--- src/hdl/bct_pkg.sv ---
// Shared types and constants of the button countdown timer.
`default_nettype none

package bct_pkg;

  // Divider limits; each divider counts from 1 up to its limit, then fires.
  localparam int unsigned ScanLimit    = 5;
  localparam int unsigned SampleLimit  = 10;
  localparam int unsigned RefreshLimit = 100;

  // Divider widths.
  localparam int unsigned ScanW    = 3;
  localparam int unsigned SampleW  = 4;
  localparam int unsigned RefreshW = 7;
  localparam int unsigned StepW    = 10;

  // Countdown step lengths in ticks.
  localparam logic [StepW-1:0] StepSlow = 10'd1000;
  localparam logic [StepW-1:0] StepMid  = 10'd100;
  localparam logic [StepW-1:0] StepFast = 10'd10;

  // Field widths.
  localparam int unsigned ButtonW = 6;
  localparam int unsigned MinuteW = 7;
  localparam int unsigned SecondW = 6;
  localparam int unsigned DutyW   = 10;

  localparam logic [SecondW-1:0] SecondTop = 6'd59;
  localparam logic [DutyW-1:0]   DutyFull  = 10'd1023;
  localparam logic [DutyW-1:0]   DutyOff   = 10'd0;

  // Button positions within the button level field.
  localparam int unsigned BtnClear = 0;
  localparam int unsigned BtnStart = 1;
  localparam int unsigned BtnStop  = 2;
  localparam int unsigned BtnSlow  = 3;
  localparam int unsigned BtnMid   = 4;
  localparam int unsigned BtnFast  = 5;

  // Stream word widths, padded to whole bytes.
  localparam int unsigned InDataW  = 24;
  localparam int unsigned OutDataW = 32;

  // Pulses produced by the tick dividers for the current word.
  typedef struct packed {
    logic scan;
    logic sample;
    logic refresh;
  } bct_tick_t;

endpackage

`default_nettype wire

--- src/hdl/bct_tick_div.sv ---
// Fixed tick dividers for scan, button sample and refresh pulses.
`default_nettype none

module bct_tick_div (
  input  wire logic               clk_i,
  input  wire logic               rst_ni,
  input  wire logic               en_i,
  output bct_pkg::bct_tick_t      tick_o
);
  import bct_pkg::*;

  logic [ScanW-1:0]    scan_q, scan_d;
  logic [SampleW-1:0]  sample_q, sample_d;
  logic [RefreshW-1:0] refresh_q, refresh_d;

  // Each divider fires at its limit and restarts at one.
  always_comb begin
    tick_o.scan    = (scan_q >= ScanW'(ScanLimit));
    tick_o.sample  = (sample_q >= SampleW'(SampleLimit));
    tick_o.refresh = (refresh_q >= RefreshW'(RefreshLimit));
    scan_d    = tick_o.scan    ? ScanW'(1)    : scan_q + ScanW'(1);
    sample_d  = tick_o.sample  ? SampleW'(1)  : sample_q + SampleW'(1);
    refresh_d = tick_o.refresh ? RefreshW'(1) : refresh_q + RefreshW'(1);
  end

  // Dividers advance once per word.
  always_ff @(posedge clk_i or negedge rst_ni) begin
    if (!rst_ni) begin
      scan_q    <= ScanW'(1);
      sample_q  <= SampleW'(1);
      refresh_q <= RefreshW'(1);
    end else if (en_i) begin
      scan_q    <= scan_d;
      sample_q  <= sample_d;
      refresh_q <= refresh_d;
    end
  end

endmodule

`default_nettype wire

--- src/hdl/bct_countdown.sv ---
// Button handling, step divider and mm:ss countdown state.
`default_nettype none

module bct_countdown (
  input  wire logic                          clk_i,
  input  wire logic                          rst_ni,
  input  wire logic                          en_i,
  input  wire bct_pkg::bct_tick_t            tick_i,
  input  wire logic [bct_pkg::ButtonW-1:0]   levels_i,
  input  wire logic [bct_pkg::MinuteW-1:0]   preset_minute_i,
  input  wire logic [bct_pkg::SecondW-1:0]   preset_second_i,
  output logic [bct_pkg::MinuteW-1:0]        minute_o,
  output logic [bct_pkg::SecondW-1:0]        second_o,
  output logic                               running_o,
  output logic [bct_pkg::DutyW-1:0]          duty_o,
  output logic                               allowed_o
);
  import bct_pkg::*;

  logic [StepW-1:0]   step_div_q, step_div_d;
  logic [StepW-1:0]   step_len_q, step_len_d;
  logic [ButtonW-1:0] last_q, last_d;
  logic               active_q, active_d;
  logic               adjust_q, adjust_d;
  logic [MinuteW-1:0] minute_q, minute_d;
  logic [SecondW-1:0] second_q, second_d;
  logic [DutyW-1:0]   duty_q, duty_d;

  logic [ButtonW-1:0] falls;
  logic               step_fire;
  logic [SecondW-1:0] second_dec;

  // Button actions on a sample tick, then the countdown step.
  always_comb begin
    falls      = '0;
    last_d     = last_q;
    step_len_d = step_len_q;
    active_d   = active_q;
    adjust_d   = adjust_q;
    minute_d   = minute_q;
    second_d   = second_q;
    duty_d     = duty_q;
    second_dec = '0;

    if (tick_i.sample) begin
      falls  = last_q & ~levels_i;
      last_d = levels_i;
    end
    if (falls[BtnClear]) begin
      minute_d = '0;
      second_d = '0;
      adjust_d = 1'b0;
      duty_d   = DutyFull;
    end
    if (falls[BtnStart]) begin
      adjust_d = 1'b0;
      active_d = 1'b1;
      minute_d = preset_minute_i;
      second_d = preset_second_i;
    end
    if (falls[BtnStop]) begin
      active_d = 1'b0;
      adjust_d = 1'b1;
      duty_d   = DutyOff;
    end
    if (falls[BtnSlow]) step_len_d = StepSlow;
    if (falls[BtnMid])  step_len_d = StepMid;
    if (falls[BtnFast]) step_len_d = StepFast;

    // The step divider compares against any length just chosen.
    step_fire  = (step_div_q >= step_len_d);
    step_div_d = step_fire ? StepW'(1) : step_div_q + StepW'(1);

    // One second down, borrowing from minutes; reaching zero finishes.
    if (step_fire && active_d) begin
      if (second_d == '0) begin
        if (minute_d != '0) begin
          second_d = SecondTop;
          minute_d = minute_d - MinuteW'(1);
        end else begin
          active_d = 1'b0;
          duty_d   = DutyFull;
        end
      end else begin
        second_dec = second_d - SecondW'(1);
        second_d   = second_dec;
        if (minute_d == '0 && second_dec == '0) begin
          active_d = 1'b0;
          duty_d   = DutyFull;
        end
      end
    end
  end

  assign minute_o  = minute_d;
  assign second_o  = second_d;
  assign running_o = active_d;
  assign duty_o    = duty_d;
  assign allowed_o = adjust_d;

  // State advances once per word.
  always_ff @(posedge clk_i or negedge rst_ni) begin
    if (!rst_ni) begin
      step_div_q <= StepW'(1);
      step_len_q <= StepSlow;
      last_q     <= '1;
      active_q   <= 1'b0;
      adjust_q   <= 1'b1;
      minute_q   <= '0;
      second_q   <= '0;
      duty_q     <= DutyOff;
    end else if (en_i) begin
      step_div_q <= step_div_d;
      step_len_q <= step_len_d;
      last_q     <= last_d;
      active_q   <= active_d;
      adjust_q   <= adjust_d;
      minute_q   <= minute_d;
      second_q   <= second_d;
      duty_q     <= duty_d;
    end
  end

`ifndef SYNTHESIS
  // The step length only ever takes one of the three button choices.
  a_step_len: assert property (@(posedge clk_i) disable iff (!rst_ni)
    step_len_q == StepSlow || step_len_q == StepMid || step_len_q == StepFast)
    else $error("step length left the legal set");

  // The step divider never rests at zero and never passes the longest step.
  a_step_div: assert property (@(posedge clk_i) disable iff (!rst_ni)
    step_div_q != '0 && step_div_q <= StepSlow)
    else $error("step divider out of range");

  // A countdown that stops without a stop press has driven full duty.
  a_finish: assert property (@(posedge clk_i) disable iff (!rst_ni)
    en_i && active_q && !active_d && !falls[BtnStop] |=> duty_q == DutyFull)
    else $error("countdown finished without full duty");
`endif

endmodule

`default_nettype wire

--- src/hdl/button_countdown_timer.sv ---
// Top level: input register, tick dividers, countdown logic, result register.
// A result word passes through the input register and then the result register.
// Throughput is one word per cycle while the result side takes words; the input
// register refills while the result register is taken, and the state update is one pass of logic.
// Reset sets all dividers to one, the step length to 1000 ticks, the button
// history to released, the time to 00:00, duty to 0 and adjusting enabled.
`default_nettype none

module button_countdown_timer (
  input  wire logic                          clk_i,
  input  wire logic                          rst_ni,
  input  wire logic                          s_axis_tvalid_i,
  output logic                               s_axis_tready_o,
  // button_levels[5:0], preset_minute[12:6], preset_second[18:13], zeros above
  input  wire logic [bct_pkg::InDataW-1:0]   s_axis_tdata_i,
  output logic                               m_axis_tvalid_o,
  input  wire logic                          m_axis_tready_i,
  // shown_minute[6:0], shown_second[12:7], running[13], drive_duty[23:14],
  // setting_allowed[24], scan_pulse[25], refresh_pulse[26], zeros above
  output logic [bct_pkg::OutDataW-1:0]       m_axis_tdata_o
);
  import bct_pkg::*;

  logic               in_valid_q, in_valid_d;
  logic [ButtonW-1:0] levels_q;
  logic [MinuteW-1:0] pmin_q;
  logic [SecondW-1:0] psec_q;
  logic               out_valid_q, out_valid_d;
  logic [OutDataW-1:0] out_data_q, out_data_d;

  logic               advance;
  bct_tick_t          tick;
  logic [MinuteW-1:0] minute;
  logic [SecondW-1:0] second;
  logic               running;
  logic [DutyW-1:0]   duty;
  logic               allowed;

  // A word moves on when the result register is empty or being taken.
  assign advance         = in_valid_q && (!out_valid_q || m_axis_tready_i);
  assign s_axis_tready_o = !in_valid_q || advance;

  assign in_valid_d  = s_axis_tready_o ? s_axis_tvalid_i : in_valid_q;
  assign out_valid_d = advance ? 1'b1 : (m_axis_tready_i ? 1'b0 : out_valid_q);

  // Input register.
  always_ff @(posedge clk_i or negedge rst_ni) begin
    if (!rst_ni) begin
      in_valid_q <= 1'b0;
    end else begin
      in_valid_q <= in_valid_d;
    end
  end

  always_ff @(posedge clk_i) begin
    if (s_axis_tready_o && s_axis_tvalid_i) begin
      levels_q <= s_axis_tdata_i[ButtonW-1:0];
      pmin_q   <= s_axis_tdata_i[ButtonW +: MinuteW];
      psec_q   <= s_axis_tdata_i[ButtonW+MinuteW +: SecondW];
    end
  end

  bct_tick_div u_tick_div (
    .clk_i  (clk_i),
    .rst_ni (rst_ni),
    .en_i   (advance),
    .tick_o (tick)
  );

  bct_countdown u_countdown (
    .clk_i           (clk_i),
    .rst_ni          (rst_ni),
    .en_i            (advance),
    .tick_i          (tick),
    .levels_i        (levels_q),
    .preset_minute_i (pmin_q),
    .preset_second_i (psec_q),
    .minute_o        (minute),
    .second_o        (second),
    .running_o       (running),
    .duty_o          (duty),
    .allowed_o       (allowed)
  );

  // Pack the result word.
  assign out_data_d = {5'd0, tick.refresh, tick.scan, allowed, duty, running,
                       second, minute};

  // Result register.
  always_ff @(posedge clk_i or negedge rst_ni) begin
    if (!rst_ni) begin
      out_valid_q <= 1'b0;
    end else begin
      out_valid_q <= out_valid_d;
    end
  end

  always_ff @(posedge clk_i) begin
    if (advance) begin
      out_data_q <= out_data_d;
    end
  end

  assign m_axis_tvalid_o = out_valid_q;
  assign m_axis_tdata_o  = out_data_q;

endmodule

`default_nettype wire

--- config.mk ---
export PLATFORM = sky130hd
export DESIGN_NAME = button_countdown_timer
export DESIGN_NICKNAME = d
export VERILOG_FILES = /design/src/hdl/bct_pkg.sv /design/src/hdl/bct_tick_div.sv /design/src/hdl/bct_countdown.sv /design/src/hdl/button_countdown_timer.sv
export SDC_FILE = /design/constraint.sdc
export NUM_CORES = 1
export LEC_CHECK = 0
export BUFFER_PORTS_ARGS = -buffer_cell sky130_fd_sc_hd__buf_2
export CORE_MARGIN = 2
export CORE_UTILIZATION = 50
export CTS_CLUSTER_SIZE = 12
export DETAILED_ROUTE_END_ITERATION = 10
export PLACE_DENSITY = 0.7
export REMOVE_ABC_BUFFERS = 1
export SLEW_MARGIN = 10
export SYNTH_ARGS = -nofsm -noshare
export SYNTH_HDL_FRONTEND = slang
export SYNTH_SLANG_ARGS = --single-unit
--- constraint.sdc ---
create_clock -name clk_i -period 4.3 [get_ports clk_i]
set_input_delay 0.86 -clock clk_i [delete_from_list [all_inputs] [get_ports clk_i]]
set_output_delay 0.86 -clock clk_i [all_outputs]
set_load 0.005 [all_outputs]
======== Word level (Yosys, flattened, before mapping) ========
Cells that the tools add are included.
storage, ports and cells
  register bits after elaboration ......... 113
  bits in latches ......................... 0
  RAM bits ................................ 0
  ROM bits ................................ 0
  output and inout bits ................... 34
  logic and storage cells ................. 78
  memories ................................ 0
cells by class
  $add $sub $neg .......................... 6
  $mul .................................... 0
  divide/modulo/power cells ............... 0
  order comparisons ....................... 4
  eq/ne operators ......................... 0
  shift operators ......................... 0
  multiplexer cells ....................... 35
  bitwise logic cells ..................... 2
  reduce and logical (&&, ||, !) cells .... 14
operators by type and width
  kind                                                                number
  10-bit two-way mux                                                  10
  7-bit two-way mux                                                   6
  6-bit two-way mux                                                   6
  6-bit zero test                                                     2
  1-bit two-way mux                                                   11
  10-bit by 1-bit adder with 10-bit output, second input constant     1
  10-bit greater-or-equal comparator                                  1
  7-bit by 1-bit adder with 7-bit output, second input constant       1
  7-bit greater-or-equal comparator, second input constant            1
  7-bit zero test                                                     1
  7-bit nonzero test                                                  1
  7-bit by 1-bit subtractor with 7-bit output, second input constant  1
  6-bit bitwise AND                                                   1
  6-bit NOT                                                           1
  6-bit by 1-bit subtractor with 6-bit output, second input constant  1
  4-bit by 1-bit adder with 4-bit output, second input constant       1
  4-bit greater-or-equal comparator, second input constant            1
  1-bit logical AND                                                   4
  4-bit two-way mux                                                   1
  3-bit by 1-bit adder with 3-bit output, second input constant       1
  3-bit greater-or-equal comparator, second input constant            1
  3-bit two-way mux                                                   1
  1-bit zero test                                                     2
  1-bit logical OR                                                    2
  other kinds (2)                                                     2

======== Logic depth before layout (Yosys ltp) ========
Gate-level depths: netlist of run 1.
  word-level depth ........................ 11
  mapped depth ............................ 17
  mapped depth without buffers ............ 15

======== Hierarchy ========
Synthesis of run 1 repeated with hierarchy kept, for this count alone.
second synthesis, totals
  cell total of the unflattened synthesis .. 480
  area, all modules ....................... 5595.4 um^2
modules (own cells, without submodules)
  module                  times used  cells each  area an instance (um^2)
  bct_countdown           1           345         3311.9
  button_countdown_timer  1           60          1526.5
  bct_tick_div            1           75          757.0

======== Worst setup path before layout of run 1 ========
No wires, ideal clock.
  path type ............................... reg-to-reg
  start ................................... reg u_tick_div.sample_q[0]
  end ..................................... reg u_countdown.minute_q[4]
  arrival ................................. 3485 ps
  required time ........................... 4175 ps
  setup slack ............................. 690 ps
  cell stages (with the launch flop) ...... 18
  period minus slack after synthesis ...... 3610 ps
  path through ............................ dfstp_2 -> inv_1 -> ha_1 -> o31a_1 -> buf_2 -> nand3b_1 -> nand2_1 -> nor2_1 -> and2_1 -> ha_1 -> nor2_1 -> a21oi_1 -> o41ai_1 -> a21oi_2 -> buf_4 -> nand3_1 -> o22ai_1 -> mux2_2
on the way
  cells in the longest elaborated chain, start to end .. 8
  elaborated cells on any way between the ends .. 19
  those cells by class .................... add/sub (1); order compare (2); mux (13); reduce/logical (3)
ends and longest elaborated chain
  what                                  line                          RTL
  from (decl)                           bct_tick_div.sv:13            logic [SampleW-1:0] sample_q, sample_d;
  from (signal assigned)                bct_tick_div.sv:30            sample_q <= SampleW'(1);
  from (signal assigned)                bct_tick_div.sv:34            sample_q <= sample_d;
  4-bit greater-or-equal comparator *   bct_tick_div.sv:19            tick_o.sample = (sample_q >= SampleW'(SampleLimit));
  6-bit two-way mux *                   bct_countdown.sv:45           if (tick_i.sample) begin
  10-bit two-way mux                    bct_countdown.sv:66           if (falls[BtnSlow]) step_len_d = StepSlow;
  10-bit two-way mux                    bct_countdown.sv:67           if (falls[BtnMid]) step_len_d = StepMid;
  10-bit two-way mux *                  bct_countdown.sv:68           if (falls[BtnFast]) step_len_d = StepFast;
  named net u_countdown.step_len_d[0]   bct_countdown.sv:21           logic [StepW-1:0] step_len_q, step_len_d;
  10-bit greater-or-equal comparator *  bct_countdown.sv:71           step_fire = (step_div_q >= step_len_d);
  1-bit logical AND *                   bct_countdown.sv:75           if (step_fire && active_d) begin
  7-bit two-way mux *                   bct_countdown.sv:75
  named net minute[4]                   button_countdown_timer.sv:33  logic [MinuteW-1:0] minute;
  to (signal assigned)                  bct_countdown.sv:118          minute_q <= minute_d;
  to (decl)                             bct_countdown.sv:25           logic [MinuteW-1:0] minute_q, minute_d;
The timed path passes the listed nets; every way through them passes the cells marked *.
A chain may end at the register's enable or synchronous reset.

======== Final worst setup path of run 1 ========
  start ................................... reg u_tick_div.sample_q[0]
  end ..................................... reg out_data_q[13], in the netlist m_axis_tdata_o[13] (data pin)
on the way
  cells in the longest elaborated chain, start to end .. 10
  elaborated cells on any way between the ends .. 23
  those cells by class .................... add/sub (1); order compare (2); mux (14); reduce/logical (6)
ends and longest elaborated chain
  what                                         line                           RTL
  4-bit greater-or-equal comparator *          bct_tick_div.sv:19
  6-bit two-way mux *                          bct_countdown.sv:45
  6-bit two-way mux                            bct_countdown.sv:49            if (falls[BtnClear]) begin
  6-bit two-way mux                            bct_countdown.sv:55            if (falls[BtnStart]) begin
  6-bit by 1-bit subtractor with 6-bit output  bct_countdown.sv:85            second_dec = second_d - SecondW'(1);
  6-bit zero test                              bct_countdown.sv:87            if (minute_d == '0 && second_dec == '0) begin
  1-bit logical AND                            bct_countdown.sv:87
  1-bit two-way mux                            bct_countdown.sv:87
  1-bit two-way mux                            bct_countdown.sv:76            if (second_d == '0) begin
  1-bit two-way mux *                          bct_countdown.sv:75
  named net running                            button_countdown_timer.sv:35   logic running;
  to (signal assigned)                         button_countdown_timer.sv:100  out_data_q <= out_data_d;
  to (decl)                                    button_countdown_timer.sv:29   logic [OutDataW-1:0] out_data_q, out_data_d;
Marks and branches as above.

==> results.py, run 1 <==
metrics = {
    "run_status": {
        "run_status": "finished clean",
    },
    "drt": {
        "dr.pass1.iters": 5,
        "num_vias": 3976,
        "via_per_inst": 5.66,
        "wl_per_cell_um": 15.7,
        "ant_nets": 0,
        "drc": 0,
        "finalWirelength_um": 11000,
        "drt_iter0_markers": 244,
    },
    "grt": {
        "grt_max_degree": 44,
        "antenna_found_initial": 0,
        "grt_overflow": 0,
        "grt_pass1_vias": 3897,
        "grtUsageMet3_pct": 5.61,
        "busiest_layer": "met2",
        "met2_usage_pct": 32.0,
        "grt_pass1_wl_um": 18600,
        "met1_usage_pct": 27.9,
        "grt_usage_pct": 20.5,
    },
    "power": {
        "vdd_drop_max_mv": 0.330,
        "p_leak_nw": 2.76,
        "power_density_mw_per_mm2": 695,
    },
    "sta": {
        "slew_violations": 0,
        "min_period_ns": 3.90,
        "fin_setup_tns_ns": 0,
        "clock_skew_ns": 0.00487,
        "tightest_slew_ns": 1.02,
        "slew_headroom_pct": 31.9,
        "finalHoldViolCount": 0,
        "period_share_pct": 90.6,
        "fmax_mhz": 257,
        "rsz0062_at_grt": "no",
        "setup_viol": 0,
    },
    "hold_path": {
        "holdPathEnd": "u_countdown.step_len_q[0]",
        "hp-class": "flip-flop to flip-flop",
        "holdPathStages": 1,
        "min-delay-start": "u_countdown.step_len_q[0]",
    },
    "setup_path": {
        "r2r.worst_path.cells": 16,
        "reg2reg_slack_ns": 0.40,
        "critical_path_required_ns": 4.57,
        "crit_type": "flip-flop to flip-flop",
        "arrival_ns": 4.17,
        "critPathLaunchType": "flip-flop",
        "reg2reg_from": "u_tick_div.sample_q[0]",
        "worstSetupEndpointType": "flip-flop",
        "r2r-end": "m_axis_tdata_o[13]",
        "crit_path_max_fanout": 21,
    },
    "synth": {
        "synth_seq_area_share_pct": 56.7,
        "yosysTopAreaCell": "edfxtp_1",
        "yosys_warnings": 0,
        "yosysUniqueCellTypes": 59,
        "syn-cell-area_mm2": 0.00543,
        "syn_inst": 487,
        "syn_avg_cell_area_um2": 11.1,
        "synth_edf_count": 46,
        "yosys.area.top_type_share_pct": 25.5,
        "synth_ff_type": "dfrtp_1",
        "synthTopCellsByArea": "edfxtp_1, dfrtp_1, dfstp_2, o21ai_0, ha_1",
        "async_reset_ff_share_pct": 59.3,
        "ys_seq_elements": 113,
    },
    "clocking": {
        "htreeDepth": 4,
        "clock_path_buffers": 2,
        "post_cts_buffers": 0,
        "clock_sinks": 113,
        "cts_made_buffers": 17,
        "clkSlewWorstSetupHoldPaths_ns": 0.06,
        "cts_hold_buf": 0,
        "cts-root-buf": "clkbuf_8",
        "tritoncts": "yes",
        "clk_latency_ns": 0.52,
    },
    "cells_and_area": {
        "mostFrequentLayoutCells": "o21ai_0, buf_2, dfrtp_1",
        "nets": 598,
        "final_common_cell": "o21ai_0",
        "final_area_mm2": 0.00647,
        "fill_cells": 874,
        "num_antenna_cells": 0,
        "post-route-util_pct": 60.5,
        "drive_above_1_share_pct": 25.4,
        "area_growth_pct": 19.2,
    },
    "placed_design": {
        "place_hpwl_um": 7480,
        "io_buffers": 51,
        "placed_area_mm2": 0.00585,
        "gp_congestion": 0.840,
    },
    "die": {
        "dieWidth_um": 108,
        "rows": 38,
        "io_pins": 62,
        "die_area_mm2": 0.0117,
        "start_util_pct": 50.7,
        "core_area_mm2": 0.0107,
        "die_y_um": 108,
    },
    "flow_run": {
        "cap_violations": 0,
    },
}
-- how the worst max path moves through the flow --
stage	start	endpoint
global route	u_tick_div.sample_q[0]	u_countdown.step_div_q[8]
floorplan	m_axis_tready_i	u_countdown.last_q[0]
global placement	u_tick_div.sample_q[0]	m_axis_tdata_o[13]
finish	u_tick_div.sample_q[0]	m_axis_tdata_o[13]
detailed placement	u_tick_div.sample_q[0]	m_axis_tdata_o[13]
CTS	u_tick_div.sample_q[0]	u_countdown.step_div_q[8]
-- critical path, cell delays in order, from the launching register on --
cell	delay, ns
dfstp_2	0.56
inv_1	0.05
ha_1	0.23
o31a_1	0.34
nand3b_1	0.19
nand2_1	0.12
nor2_1	0.23
nand2_1	0.09
ha_1	0.28
o21ai_0	0.07
a21oi_1	0.15
o41ai_1	0.09
buf_4	0.14
a21oi_2	0.34
nor4b_4	0.32
nand2_2	0.26
o211a_1	0.19
-- sequential cells by signal, indices dropped and copies added, names as in the netlist, 4 cells and up --
name	count
u_countdown.step_div_q	10
u_tick_div.refresh_q	7
u_tick_div.sample_q	4
u_countdown.last_q	6
m_axis_tdata_o	27
u_countdown.second_q	6
u_countdown.minute_q	7
u_countdown.duty_q	10
psec_q	6
levels_q	6
pmin_q	7
u_countdown.step_len_q	10
-- cells by family after synthesis --
| group | after synthesis | synth area share [%] |
|---|---|---|
| buffers and inverters | 36 | 3.16 |
| muxes | 21 | 4.27 |
| other | 1 | 0.0691 |
| and+or+nand+nor | 143 | 13.4 |
| AOI/OAI and AO/OA | 150 | 17.3 |
| xor gates and xnor gates | 3 | 0.484 |
| DFF | 113 | 56.7 |
| adders and majority gates | 20 | 4.61 |
-- final cells by class --
type | count | area [um^2] | share of cell area (%)
Multi-Input combinational cell | 342 | 2190 | 33.9
Timing Repair Buffer | 65 | 360 | 5.57
Clock buffer | 17 | 414 | 6.40
Inverter | 11 | 41.3 | 0.638
Sequential cell | 113 | 3080 | 47.6
Tap cell | 140 | 175 | 2.71
Clock inverter | 15 | 206 | 3.19
-- power by group --
group	internal, W	switching [W]	leakage (nW)
Sequential	0.00148	0.000202	1.29
Combinational	0.000586	0.000771	1.17
Clock	0.000946	0.000513	0.299
Total	0.00301	0.00149	2.76
-- synthesized netlist by cell type (5+ instances only) --
master and n:
o21ai_0 65, dfrtp_1 50, edfxtp_1 46, nand2_1 46
nor2_1 33, a21oi_1 25, ha_1 20, dfstp_2 17
mux2_2 17, clkbuf_1 14, a22oi_1 12, inv_1 11
nand3_1 10, nand2b_1 8, nor3_1 8, and3_1 7
buf_4 7, nand3b_1 6, a31oi_1 5, and2_1 5
o21a_1 5
-- stage by stage --
stage                     total power (W)  hold slack (ns)  setup WS [ns]  std cells
after floorplan                   0.00261            0.449          0.637        466
after global placement            0.00296            0.463          0.470        671
after detailed placement          0.00304            0.469          0.429        671
after CTS                         0.00451            0.481          0.404        703
after global routing              0.00479            0.483         0.0842        703
final                             0.00450            0.478          0.403        703
-- per-layer routing --
layer,part of all wire (%),up-vias
met5,0,-
met4,1.3,0
met3,5.3,17
met2,48,114
met1,46,1920
li1,-,1925
-- what timing repair did --
action	4_1_cts	5_1_grt
setup endpoints to repair	0	1
resized for setup	0	1
hold endpoints to repair	0	0
No activity file was read; power rests on OpenSTA's default activity.
==> inputs of run 2 (changes only) <==
- CELL_PAD_IN_SITES_DETAIL_PLACEMENT: unset -> 0
- CELL_PAD_IN_SITES_GLOBAL_PLACEMENT: unset -> 1
- CORE_UTILIZATION: 50 -> 46
- PLACE_DENSITY: 0.7 -> unset
- PLACE_DENSITY_LB_ADDON: unset -> 0.1
==> run 2 against run 1 <==
  * Die area rose by 8.4%
  * First-iteration DRC count rose by 23%
  * Critical endpoint is now u_countdown.minute_q[5]
  * Sequential power barely moved
  * Cell area rose by 0.91%
  * Highest routed layer unchanged
  * Non-clock buffer count fell by 1
  * Power rose by 3.1%
  * Via count fell by 0.88%
  * Critical path depth did not move
  * Sequential share of layout area fell by 0.43 points
==> results.py, run 2 (synthesized netlist as in run 1, its figures left out) <==
metrics = {
    "setup_path": {
        "critical_path_required_ns": 4.64,
        "cp_cell_sequence": "inv_1 > ha_1 > o31a_1 > nand3b_1 > nand2_1 > nor2_1 > nand2_1 > ha_1 > o21ai_0 > a21oi_1 > o41ai_1 > buf_4 > a21oi_4 > o21ai_2 > or4_1 > a31oi_1",
        "r2r-end": "u_countdown.minute_q[5]",
        "reg2reg_slack_ns": 0.33,
        "r2r.worst_path.cells": 16,
        "reg2reg_from": "u_tick_div.sample_q[0]",
        "arrival_ns": 4.30,
        "worstSetupEndpointType": "flip-flop",
        "critPathMaxStageDelay_ns": 0.56,
        "slowest_stage": "dfstp_2",
        "crit_path_max_fanout": 14,
        "critPathLaunchType": "flip-flop",
        "crit_type": "flip-flop to flip-flop",
    },
    "grt": {
        "grt_pass1_vias": 3775,
        "grt_max_degree": 41,
        "antenna_found_initial": 0,
        "grt_usage_pct": 19.4,
        "grt_overflow": 0,
        "grt_pass1_wl_um": 19000,
    },
    "power": {
        "p_leak_nw": 2.79,
        "power_density_mw_per_mm2": 710,
        "vdd_drop_max_mv": 0.498,
    },
    "drt": {
        "dr.pass1.iters": 5,
        "num_vias": 3941,
        "drt_iter0_markers": 300,
        "wl_per_cell_um": 16.1,
        "drc": 0,
        "finalWirelength_um": 11400,
        "ant_nets": 0,
        "via_per_inst": 5.59,
    },
    "cells_and_area": {
        "largest_reg_flops": 27,
        "drive_above_1_share_pct": 24.6,
        "num_antenna_cells": 0,
        "mostFrequentLayoutCells": "o21ai_0, buf_2, dfrtp_1",
        "nets": 597,
        "final_common_cell": "o21ai_0",
        "area_growth_pct": 20.3,
    },
    "die": {
        "dieWidth_um": 113,
        "start_util_pct": 47.3,
        "core_area_mm2": 0.0115,
        "die_y_um": 113,
        "io_pins": 62,
        "die_area_mm2": 0.0127,
        "rows": 39,
    },
    "sta": {
        "fmax_mhz": 252,
        "period_share_pct": 92.2,
        "whs_ns": 0.231,
        "slew_headroom_pct": 29.4,
        "clock_skew_ns": 0.00605,
        "slew_violations": 0,
        "min_period_ns": 3.97,
        "rsz0062_at_grt": "no",
        "setup_viol": 0,
        "tightest_slew_ns": 1.06,
        "finalHoldViolCount": 0,
        "fin_setup_tns_ns": 0,
    },
    "clocking": {
        "ctsResizeCount": 0,
        "clock_sinks": 113,
        "clock_path_buffers": 2,
        "cts_made_buffers": 17,
        "cts_hold_buf": 0,
        "clkSlewWorstSetupHoldPaths_ns": 0.05,
        "tritoncts": "yes",
        "clk_latency_ns": 0.42,
        "htreeDepth": 4,
        "post_cts_buffers": 0,
        "cts-root-buf": "clkbuf_16",
    },
    "flow_run": {
        "cap_violations": 0,
    },
    "hold_path": {
        "hp-class": "primary input to asynchronous set/reset pin",
    },
    "placed_design": {
        "io_buffers": 51,
        "gp_congestion": 0.806,
        "place_hpwl_um": 7690,
    },
    "run_status": {
        "run_status": "finished clean",
    },
}
==> run 2: changes by cell type in the layout (fill, tap and decap cells not counted), sizes merged <==
cell,before,now
buf,65,64
clkinv,6,8
bufinv,4,7
inv,14,11
clkinvlp,2,0
==> run 2: critical path: cells and delay by family (launching register included) <==
kind	cells	cell delay, ns
simple gates	5	1.20
fa+ha+maj	2	0.51
flops	1	0.56
buf+inv	2	0.21
compound gates	7	1.41
==> run 2: report_power, final <==
group | leakage [nW] | internal, W | switching, W
Sequential | 1.29 | 0.00148 | 0.000194
Combinational | 1.17 | 0.000574 | 0.000778
Clock | 0.328 | 0.00113 | 0.000482
Total | 2.79 | 0.00318 | 0.00145
==> run 2: worst max-delay path by stage <==
stage                           startpoint                        end  slack, ns  depth (start not counted)
floorplan                  m_axis_tready_i      u_countdown.last_q[0]       0.64                          5
global route        u_tick_div.sample_q[0]  u_countdown.step_div_q[8]       0.03                         16
detailed placement  u_tick_div.sample_q[0]         m_axis_tdata_o[13]       0.13                         16
CTS                 u_tick_div.sample_q[0]         m_axis_tdata_o[13]        0.1                         16
finish              u_tick_div.sample_q[0]    u_countdown.minute_q[5]       0.33                         16
global placement    u_tick_div.sample_q[0]         m_axis_tdata_o[13]       0.17                         16
==> run 2: routing by layer <==
metal | vias up | GRT usage, % | share of wire [%]
li1 | 1923 | - | -
met1 | 1912 | 26.0 | 48
met2 | 94 | 28.6 | 47
met3 | 12 | 6.37 | 4.3
met4 | 0 | 9.27 | 1.3
met5 | - | 0 | 0
==> run 2: per-stage QoR <==
stage / cells / worst slack [ns] / power, W / cell area (um^2) / util (%)
finish: 705 / 0.334 / 0.00464 / 6530 / 56.9
global placement: 673 / 0.170 / 0.00298 / 5840 / 51.0
global route: 705 / 0.0313 / 0.00495 / 6530 / 56.9
detailed placement: 673 / 0.128 / 0.00303 / 5840 / 51.0
floorplan: 466 / 0.637 / 0.00261 / 5310 / -
CTS: 705 / 0.0975 / 0.00466 / 6510 / 56.8
==> run 2: layout make-up <==
cell class              instances  area, um^2
well taps                     143         179
clock buffers                  17         425
multi-input cells             342        2210
flip-flops and latches        113        3080
clock inverters                15         244
inverters                      11        41.3
fillers                       997        4940
repair buffers                 64         353
